**config.mk**
```make
export PLATFORM = sky130hd
export DESIGN_NAME = pwlbm_muldiv
export DESIGN_NICKNAME = d
export VERILOG_FILES = /design/src/pwlbm_pkg.sv /design/src/pwlbm_muldiv.sv
export SDC_FILE = /design/constraint.sdc
export NUM_CORES = 1
export LEC_CHECK = 0
export ABC_AREA = 1
export BUFFER_PORTS_ARGS = -buffer_cell sky130_fd_sc_hd__clkbuf_2
export CORE_UTILIZATION = 50
export DETAILED_ROUTE_END_ITERATION = 7
export PLACE_DENSITY = 0.73
export SYNTH_ARGS = -nofsm -noshare
export SYNTH_HDL_FRONTEND = slang
export SYNTH_SLANG_ARGS = --single-unit
```
**constraint.sdc**
```tcl
create_clock -name clk_i -period 4.2 [get_ports clk_i]
set_input_delay 0.84 -clock clk_i [delete_from_list [all_inputs] [get_ports clk_i]]
set_output_delay 0.84 -clock clk_i [all_outputs]
set_load 0.1 [all_outputs]
```
**src/pwlbm_pkg.sv**
```systemverilog
`default_nettype none
package pwlbm_pkg;

  // Item actions
  localparam logic [1:0] ACT_WRITE    = 2'd0;
  localparam logic [1:0] ACT_D2T      = 2'd1;
  localparam logic [1:0] ACT_T2D      = 2'd2;
  localparam logic [1:0] ACT_VALIDATE = 2'd3;

  // Result status codes
  localparam logic [1:0] ST_OK      = 2'd0;
  localparam logic [1:0] ST_UNAVAIL = 2'd1;
  localparam logic [1:0] ST_INVALID = 2'd2;
  localparam logic [1:0] ST_SAT     = 2'd3;

  // Register indexes
  localparam logic REG_POINT_COUNT = 1'b0;
  localparam logic REG_CLAMP_MODE  = 1'b1;

  localparam int MAX_POINTS_DEF = 64;
  localparam int MAG_W  = 32;
  localparam int PROD_W = 64;

  typedef enum logic [3:0] {
    S_IDLE,
    S_FIRST,
    S_LAST,
    S_SEG,
    S_QSCAN,
    S_VSCAN,
    S_PREP,
    S_CALC,
    S_FIN
  } state_e;

  typedef enum logic [1:0] {
    MD_IDLE,
    MD_MUL,
    MD_DIV,
    MD_DONE
  } md_state_e;

  typedef struct packed {
    logic             start;
    logic [MAG_W-1:0] a;
    logic [MAG_W-1:0] b;
    logic [MAG_W-1:0] d;
  } md_req_t;

  typedef struct packed {
    logic              done;
    logic [PROD_W-1:0] q;
  } md_rsp_t;

endpackage
`default_nettype wire

```
**src/pwlbm_muldiv.sv**
```systemverilog
`default_nettype none
// Bit-serial unsigned (a * b) / d: 32 shift-add steps, then 64 restoring divide steps.
module pwlbm_muldiv (
  input  wire logic              clk_i,
  input  wire logic              rst_ni,
  input  wire pwlbm_pkg::md_req_t req_i,
  output pwlbm_pkg::md_rsp_t      rsp_o
);

  localparam int MW = pwlbm_pkg::MAG_W;
  localparam int PW = pwlbm_pkg::PROD_W;
  localparam int CNT_W = $clog2(PW);

  pwlbm_pkg::md_state_e state_q, state_d;
  logic [PW-1:0]    acc_q;
  logic [MW-1:0]    ma_q, mb_q, d_q, rem_q;
  logic [CNT_W-1:0] cnt_q;
  logic [MW:0]      trial;
  logic             fits;

  localparam logic [CNT_W-1:0] MUL_LAST = CNT_W'(MW - 1);
  localparam logic [CNT_W-1:0] DIV_LAST = CNT_W'(PW - 1);

  // restoring divide step
  assign trial = {rem_q, acc_q[PW-1]};
  assign fits  = trial >= {1'b0, d_q};

  // next state
  always_comb begin
    state_d = state_q;
    case (state_q)
      pwlbm_pkg::MD_IDLE: if (req_i.start) state_d = pwlbm_pkg::MD_MUL;
      pwlbm_pkg::MD_MUL:  if (cnt_q == MUL_LAST) state_d = pwlbm_pkg::MD_DIV;
      pwlbm_pkg::MD_DIV:  if (cnt_q == DIV_LAST) state_d = pwlbm_pkg::MD_DONE;
      pwlbm_pkg::MD_DONE: state_d = pwlbm_pkg::MD_IDLE;
      default:            state_d = pwlbm_pkg::MD_IDLE;
    endcase
  end

  // outputs
  always_comb begin
    rsp_o.done = (state_q == pwlbm_pkg::MD_DONE);
    rsp_o.q    = acc_q;
  end

  always_ff @(posedge clk_i or negedge rst_ni) begin
    if (!rst_ni) begin
      state_q <= pwlbm_pkg::MD_IDLE;
    end else begin
      state_q <= state_d;
    end
  end

  // datapath
  always_ff @(posedge clk_i) begin
    case (state_q)
      pwlbm_pkg::MD_IDLE: begin
        if (req_i.start) begin
          acc_q <= '0;
          ma_q  <= req_i.a;
          mb_q  <= req_i.b;
          d_q   <= req_i.d;
          cnt_q <= '0;
        end
      end
      pwlbm_pkg::MD_MUL: begin
        acc_q <= {acc_q[PW-2:0], 1'b0} + (mb_q[MW-1] ? PW'(ma_q) : '0);
        mb_q  <= {mb_q[MW-2:0], 1'b0};
        cnt_q <= (cnt_q == MUL_LAST) ? '0 : cnt_q + 1'b1;
        rem_q <= '0;
      end
      pwlbm_pkg::MD_DIV: begin
        rem_q <= fits ? MW'(trial - {1'b0, d_q}) : trial[MW-1:0];
        acc_q <= {acc_q[PW-2:0], fits};
        cnt_q <= cnt_q + 1'b1;
      end
      default: ;
    endcase
  end

endmodule
`default_nettype wire

```
==> results of run 1 <==
synth_stat cells, types with 15 or more instances:
master | count | area [um^2]
o21ai_0 | 67 | 335
nand3b_1 | 33 | 248
xor2_1 | 16 | 140
nand3_1 | 62 | 310
inv_1 | 273 | 1020
nand2_1 | 745 | 2800
nor3_1 | 17 | 85.1
ha_1 | 68 | 851
nand4_1 | 23 | 144
edfxtp_1 | 198 | 5950
a21oi_1 | 147 | 736
nor2_2 | 15 | 93.8
clkbuf_1 | 30 | 113
nor2_1 | 201 | 754
through the flow:
step | setup WS [ns] | utilization [%] | instances | area, um^2
after global placement | 1.10 | 55.4 | 2488 | 15500
final | 0.938 | 57.6 | 2520 | 16100
after CTS | 0.986 | 57.6 | 2520 | 16100
after floorplan | 0.275 | - | 1980 | 14300
after detailed placement | 1.01 | 55.4 | 2488 | 15500
after global routing | 0.690 | 57.6 | 2520 | 16100
worst max-delay path: cells and delay by family (launching register included):
family                     cells  cell delay, ns
and+or+nand+nor               10            1.48
buffers and inverters          3            0.45
adders and majority gates      1            0.27
DFF                            1            0.74
AOI/OAI and AO/OA              1            0.07
registers in the layout, indices dropped and copies added (netlist names):
name,flops
state_q,2
rem_q,32
acc_q,64
mb_q,32
cnt_q,6
d_q,32
ma_q,32
routing by layer:
| metal | vias up | global-route usage [%] | wire length [um] |
|---|---|---|---|
| met5 | - | 0 | 0 |
| met4 | 0 | 10.7 | 1290 |
| met3 | 76 | 4.51 | 2430 |
| met2 | 448 | 49.9 | 19500 |
| met1 | 6085 | 37.4 | 17600 |
| li1 | 6674 | - | - |
worst max path at each step:
stage | slack, ns | depth (start not counted) | startpoint | end
6_report | 0.94 | 15 | mb_q[31] | acc_q[30]
5_1_grt | 0.69 | 15 | mb_q[31] | acc_q[30]
4_1_cts | 0.99 | 15 | mb_q[31] | acc_q[30]
3_5_place_dp | 1.01 | 15 | mb_q[31] | acc_q[30]
3_3_place_gp | 1.10 | 15 | mb_q[31] | acc_q[30]
2_1_floorplan | 0.28 | 6 | state_q[1] | mb_q[0]
kinds of logic after synthesis:
family,after synthesis,share of synthesized area (%)
AND/OR/NAND/NOR,1122,32.5
buffers and inverters,319,8.83
AO/OA/AOI/OAI,251,9.40
flip-flops,200,42.0
adder cells (fa/ha/maj),70,6.23
XOR/XNOR,18,1.10
power breakdown:
part           switching, mW  leakage, nW  internal (mW)
registers              0.665         2.01           3.38
clock network          0.816        0.297          0.956
logic                   6.29         5.43           2.05
final cells by class:
cell class | count | share of cell area (%)
clock buffers | 18 | 2.67
clock inverters | 14 | 1.19
inverters | 277 | 6.49
multi-input cells | 1461 | 43.9
flip-flops and latches | 200 | 37.3
well taps | 378 | 2.94
repair buffers | 172 | 5.57
cells in the final DEF, fill, tap and decap left out, types with 4 or more instances in the layout:
cell type and instances:
or2_2 6, nand3b_1 33, buf_4 8, clkbuf_16 17, o21ai_2 4, o21ai_0 66, a21oi_1 147, nor3_1 17
clkbuf_2 163, edfxtp_1 198, ha_1 65, nand3_1 62, inv_1 271, nand2_1 745, o21ai_1 10, nor2_2 15
clkinv_4 4, xor2_1 16, a21o_1 4, a21oi_2 6, nor2_1 200, nand4_1 23, o21bai_1 9
==> results.toml, run 1 <==
[setup_path]
crit_path_end_kind = "flip-flop"
critPathMaxStageDelay_ns = 0.74
crit_fanout = 17
critPathRequiredTime_ns = 4.39
crit_slowest_cell = "edfxtp_1"
reg2reg_from = "mb_q[31]"
cpMostUsedCell = "nand2_1"
r2r_end = "acc_q[30]"
worstPathArrival_ns = 3.45
crit_chain = "buf_4 -> nand2_1 -> inv_1 -> ha_1 -> nand2_1 -> inv_1 -> nand2_1 -> nand3_1 -> nand2_1 -> nand2_1 -> nand2_1 -> nand2_1 -> or2_2 -> nand2_1 -> a21oi_1"
ff2ff_path_depth = 15
worstSetupStartpointType = "flip-flop"
worstSetupPathType = "reg2reg"
ff2ff_setup_slack_ns = 0.94

[final_layout]
n_antenna_cell = 0
areaGrowthSynthToFinish_pct = 12.6
nFillCells = 2671
area.sequential_um2 = 6000
multi_input_area_um2 = 7060
drive_gt1_share_pct = 11.8
nets = 2298

[logic_synthesis]
postSynthCellCount = 1980
async_flop_share_pct = 1.00
syn_nets = 2149
synth_area_um2 = 14300
synth-seq-area-share_pct = 42.0
avgSynthCellArea_um2 = 7.22
ys_ff_latch = 200
ys.flop_type = "edfxtp_1"
yosys_warnings = 0
synth.distinct_cells = 48
synth_edf_count = 198

[power]
p_total_mw = 14.2
p_per_area_nw_per_um2 = 880
peakVddDrop_mv = 0.766
leakage_nw = 7.74

[timing]
relSlewSlack_pct = 33.3
finalCritPeriodShare_pct = 77.7
min_period_ns = 3.26
finalHoldViolCount = 0
final_max_slew_viol_count = 0
finalSetupTns_ns = 0
max_slew.worst_pin.slew_ns = 0.995
hold_slack_ns = 0.144
setup_viol = 0
max_freq_ghz = 0.307
skew_ns = 0.0189
rsz0062_at_grt = "no"

[floorplanning]
start_util_pct = 51.2
dieArea_um2 = 29300
num_rows = 61
die_w_um = 171
die_h_um = 171
core_area_um2 = 27900
ios = 164

[cts]
cts_buffer_depth = 2
clock_latency_ns = 0.48
cts_tree = "done"
htree_levels = 4
cts_root_buf = "clkbuf_16"
cts.hold.buffers_added = 0
cts_sinks = 200
cts_resized = 0
numCtsBuffers = 17
postCtsSetupBuffers = 0
path_clk_slew_ns = 0.07

[hold_path]
min_path_type = "in2async"

[global_routing]
grt_pass1_wl_um = 65400
grt_use_total_pct = 29.2
grt_max_degree = 74
grt_pass1_vias = 12700
antenna_found_initial = 0
overflow = 0

[drt]
drc = 0
wire_per_inst_um = 16.2
vias = 13300
first_iter_violations = 1074
avgViaCountPerCell = 5.27
postRouteWirelength_um = 40800
antenna_left = 0
dr.pass1.iters = 5

[flow_run]
drv_cap = 0

[status]
status = "completed"

[placed_design]
numPortBuffers = 163
globalplace.congestion = 1.01
dp_hpwl_um = 30600
(Power assumes the default switching activity.)
==> inputs of run 2 (changes only) <==
clock period = 2.65 ns   (was 4.2 ns; I/O delays follow)
==> results.toml, run 2 (synthesis results as in run 1) <==
[cts]
numCtsBuffers = 17
cts_buffer_depth = 2
cts_sinks = 200
path_clk_slew_ns = 0.08
cts_tree = "done"
htree_levels = 4
clock_latency_ns = 0.47
cts_root_buf = "clkbuf_16"

[power]
switching_share_pct = 54.4
p_per_area_nw_per_um2 = 1390
switching_power_mw = 12.7
combinationalPowerShare_pct = 60.5
clkPwrFrac_pct = 12.3
leakage_nw = 7.97
p_int_mw = 10.7
power.sequential.fraction_pct = 27.1
peakVddDrop_mv = 1.32

[final_layout]
final_cell_mix = "716 x nand2_1, 269 x inv_1, 198 x edfxtp_1, 174 x nor2_1, 163 x clkbuf_2"
multi_input_area_um2 = 7460
final_common_cell = "nand2_1"
drive_gt1_share_pct = 18.0
largest-register = "acc_q"
area.sequential_um2 = 6000
fin_util_pct = 60.1
nets = 2330
largest_register_ffs = 64
n_antenna_cell = 0
nFillCells = 2628
areaGrowthSynthToFinish_pct = 17.5
stdcell_area_um2 = 16800

[global_routing]
grt_max_degree = 74
grt_use_total_pct = 28.9
grt_pass1_vias = 12900
overflow = 0
antenna_found_initial = 0
grt_pass1_wl_um = 64500

[timing]
setup_viol = 0
rsz0062_at_grt = "yes"
max_slew.worst_pin.slew_ns = 1.06
relSlewSlack_pct = 29.5
max_freq_ghz = 0.385
min_period_ns = 2.60
finalCritPeriodShare_pct = 98.1
finalHoldViolCount = 0
final_max_slew_viol_count = 0
skew_ns = 0.0145

[placed_design]
placed_area_um2 = 15800
numPortBuffers = 163
dp_hpwl_um = 31500
globalplace.congestion = 0.986

[drt]
vias = 13400
drc = 0
antenna_left = 0
avgViaCountPerCell = 5.26
dr.pass1.iters = 7
postRouteWirelength_um = 41200
first_iter_violations = 1031
wire_per_inst_um = 16.1

[setup_path]
critPathRequiredTime_ns = 2.98
worstSetupStartpointType = "flip-flop"
crit_path_end_kind = "flip-flop"
crit_fanout = 18
worstSetupPathType = "reg2reg"
worstPathArrival_ns = 2.93

[status]
status = "completed"

[floorplanning]
num_rows = 61
ios = 164
die_w_um = 171
start_util_pct = 51.2
core_area_um2 = 27900
die_h_um = 171
dieArea_um2 = 29300

[hold_path]
min_path_type = "in2reg"

[flow_run]
drv_cap = 0
run 2: cell types whose count changed in the layout (fill, tap and decap cells not counted), moves of 19 or more:
| cell | change |
|---|---|
| buf_4 | +28 |
| ha_1 | -19 |
| nand2_1 | -29 |
| nand2_2 | +28 |
| nor2_1 | -26 |
| nor2_2 | +26 |
run 2: power groups by stage:
stage / clock network (mW) / logic (mW) / registers (mW)
detailed placement: 0 / 13.6 / 6.36
global placement: 0 / 13.5 / 6.34
CTS: 2.93 / 13.7 / 6.31
floorplan: 0 / 7.51 / 8.98
finish: 2.89 / 14.2 / 6.36
global route: 3.03 / 15.5 / 6.50
run 2: worst max-delay path, cell delays in order (launching register included):
cell	delay (ns)
edfxtp_1	0.42
buf_6	0.19
nand2_1	0.09
inv_1	0.05
ha_1	0.30
buf_4	0.13
nand2_1	0.11
nor2_2	0.18
nand2_1	0.13
nor3_2	0.14
nand2_1	0.09
nand2_2	0.12
nor2_1	0.05
nand3b_1	0.25
a21oi_1	0.20
run 2: final timing paths:
kind	from	endpoint	slack (ns)	cells after the start
worst max-delay path	mb_q[31]	acc_q[31]	0.05	14
worst min-delay path	req_i[70]	ma_q[6]	0.23	1
worst max register to register	mb_q[31]	acc_q[31]	0.05	14
worst min register to register	mb_q[12]	mb_q[13]	0.52	2
max in group asynchronous	rst_ni	state_q[0]	2.18	2
min in group asynchronous	rst_ni	state_q[1]	0.37	2
run 2: per-stage QoR:
step	std cells	TNS, ns	hold slack [ns]	power, mW	setup WS [ns]
CTS	2550	0	0.209	23.0	0.0268
detailed placement	2517	-0.0363	0.320	20.0	-0.0363
global placement	2517	0	0.316	19.8	0.00568
floorplan	1980	-1.27	0.234	16.5	-0.133
global route	2552	-1.52	0.210	25.0	-0.145
finish	2552	0	0.229	23.4	0.0514
run 2: layout make-up:
class	count	area share, %
well taps	378	2.82
clock inverters	15	1.38
clock buffers	17	2.53
inverters	277	6.24
multi-input cells	1461	44.4
repair buffers	204	6.90
flip-flops and latches	200	35.7
run 2: what timing repair did:
| item | 4_1_cts | 5_1_grt |
|---|---|---|
| endpoints found under the setup margin | 1 | 46 |
| endpoints found under the hold margin | 2 | 0 |
| pin swaps | 0 | 2 |
| hold buffers | 1 | 0 |
| gates resized for setup | 1 | 100 |
| buffers inserted | 0 | 2 |
run 2: metal layers:
metal / global-route usage, % / part of all wire (%) / vias up
li1: - / - / 6736
met1: 36.1 / 42 / 6139
met2: 48.8 / 48 / 449
met3: 5.14 / 6.5 / 92
met4: 12.8 / 3.8 / 0
met5: 0 / 0 / -
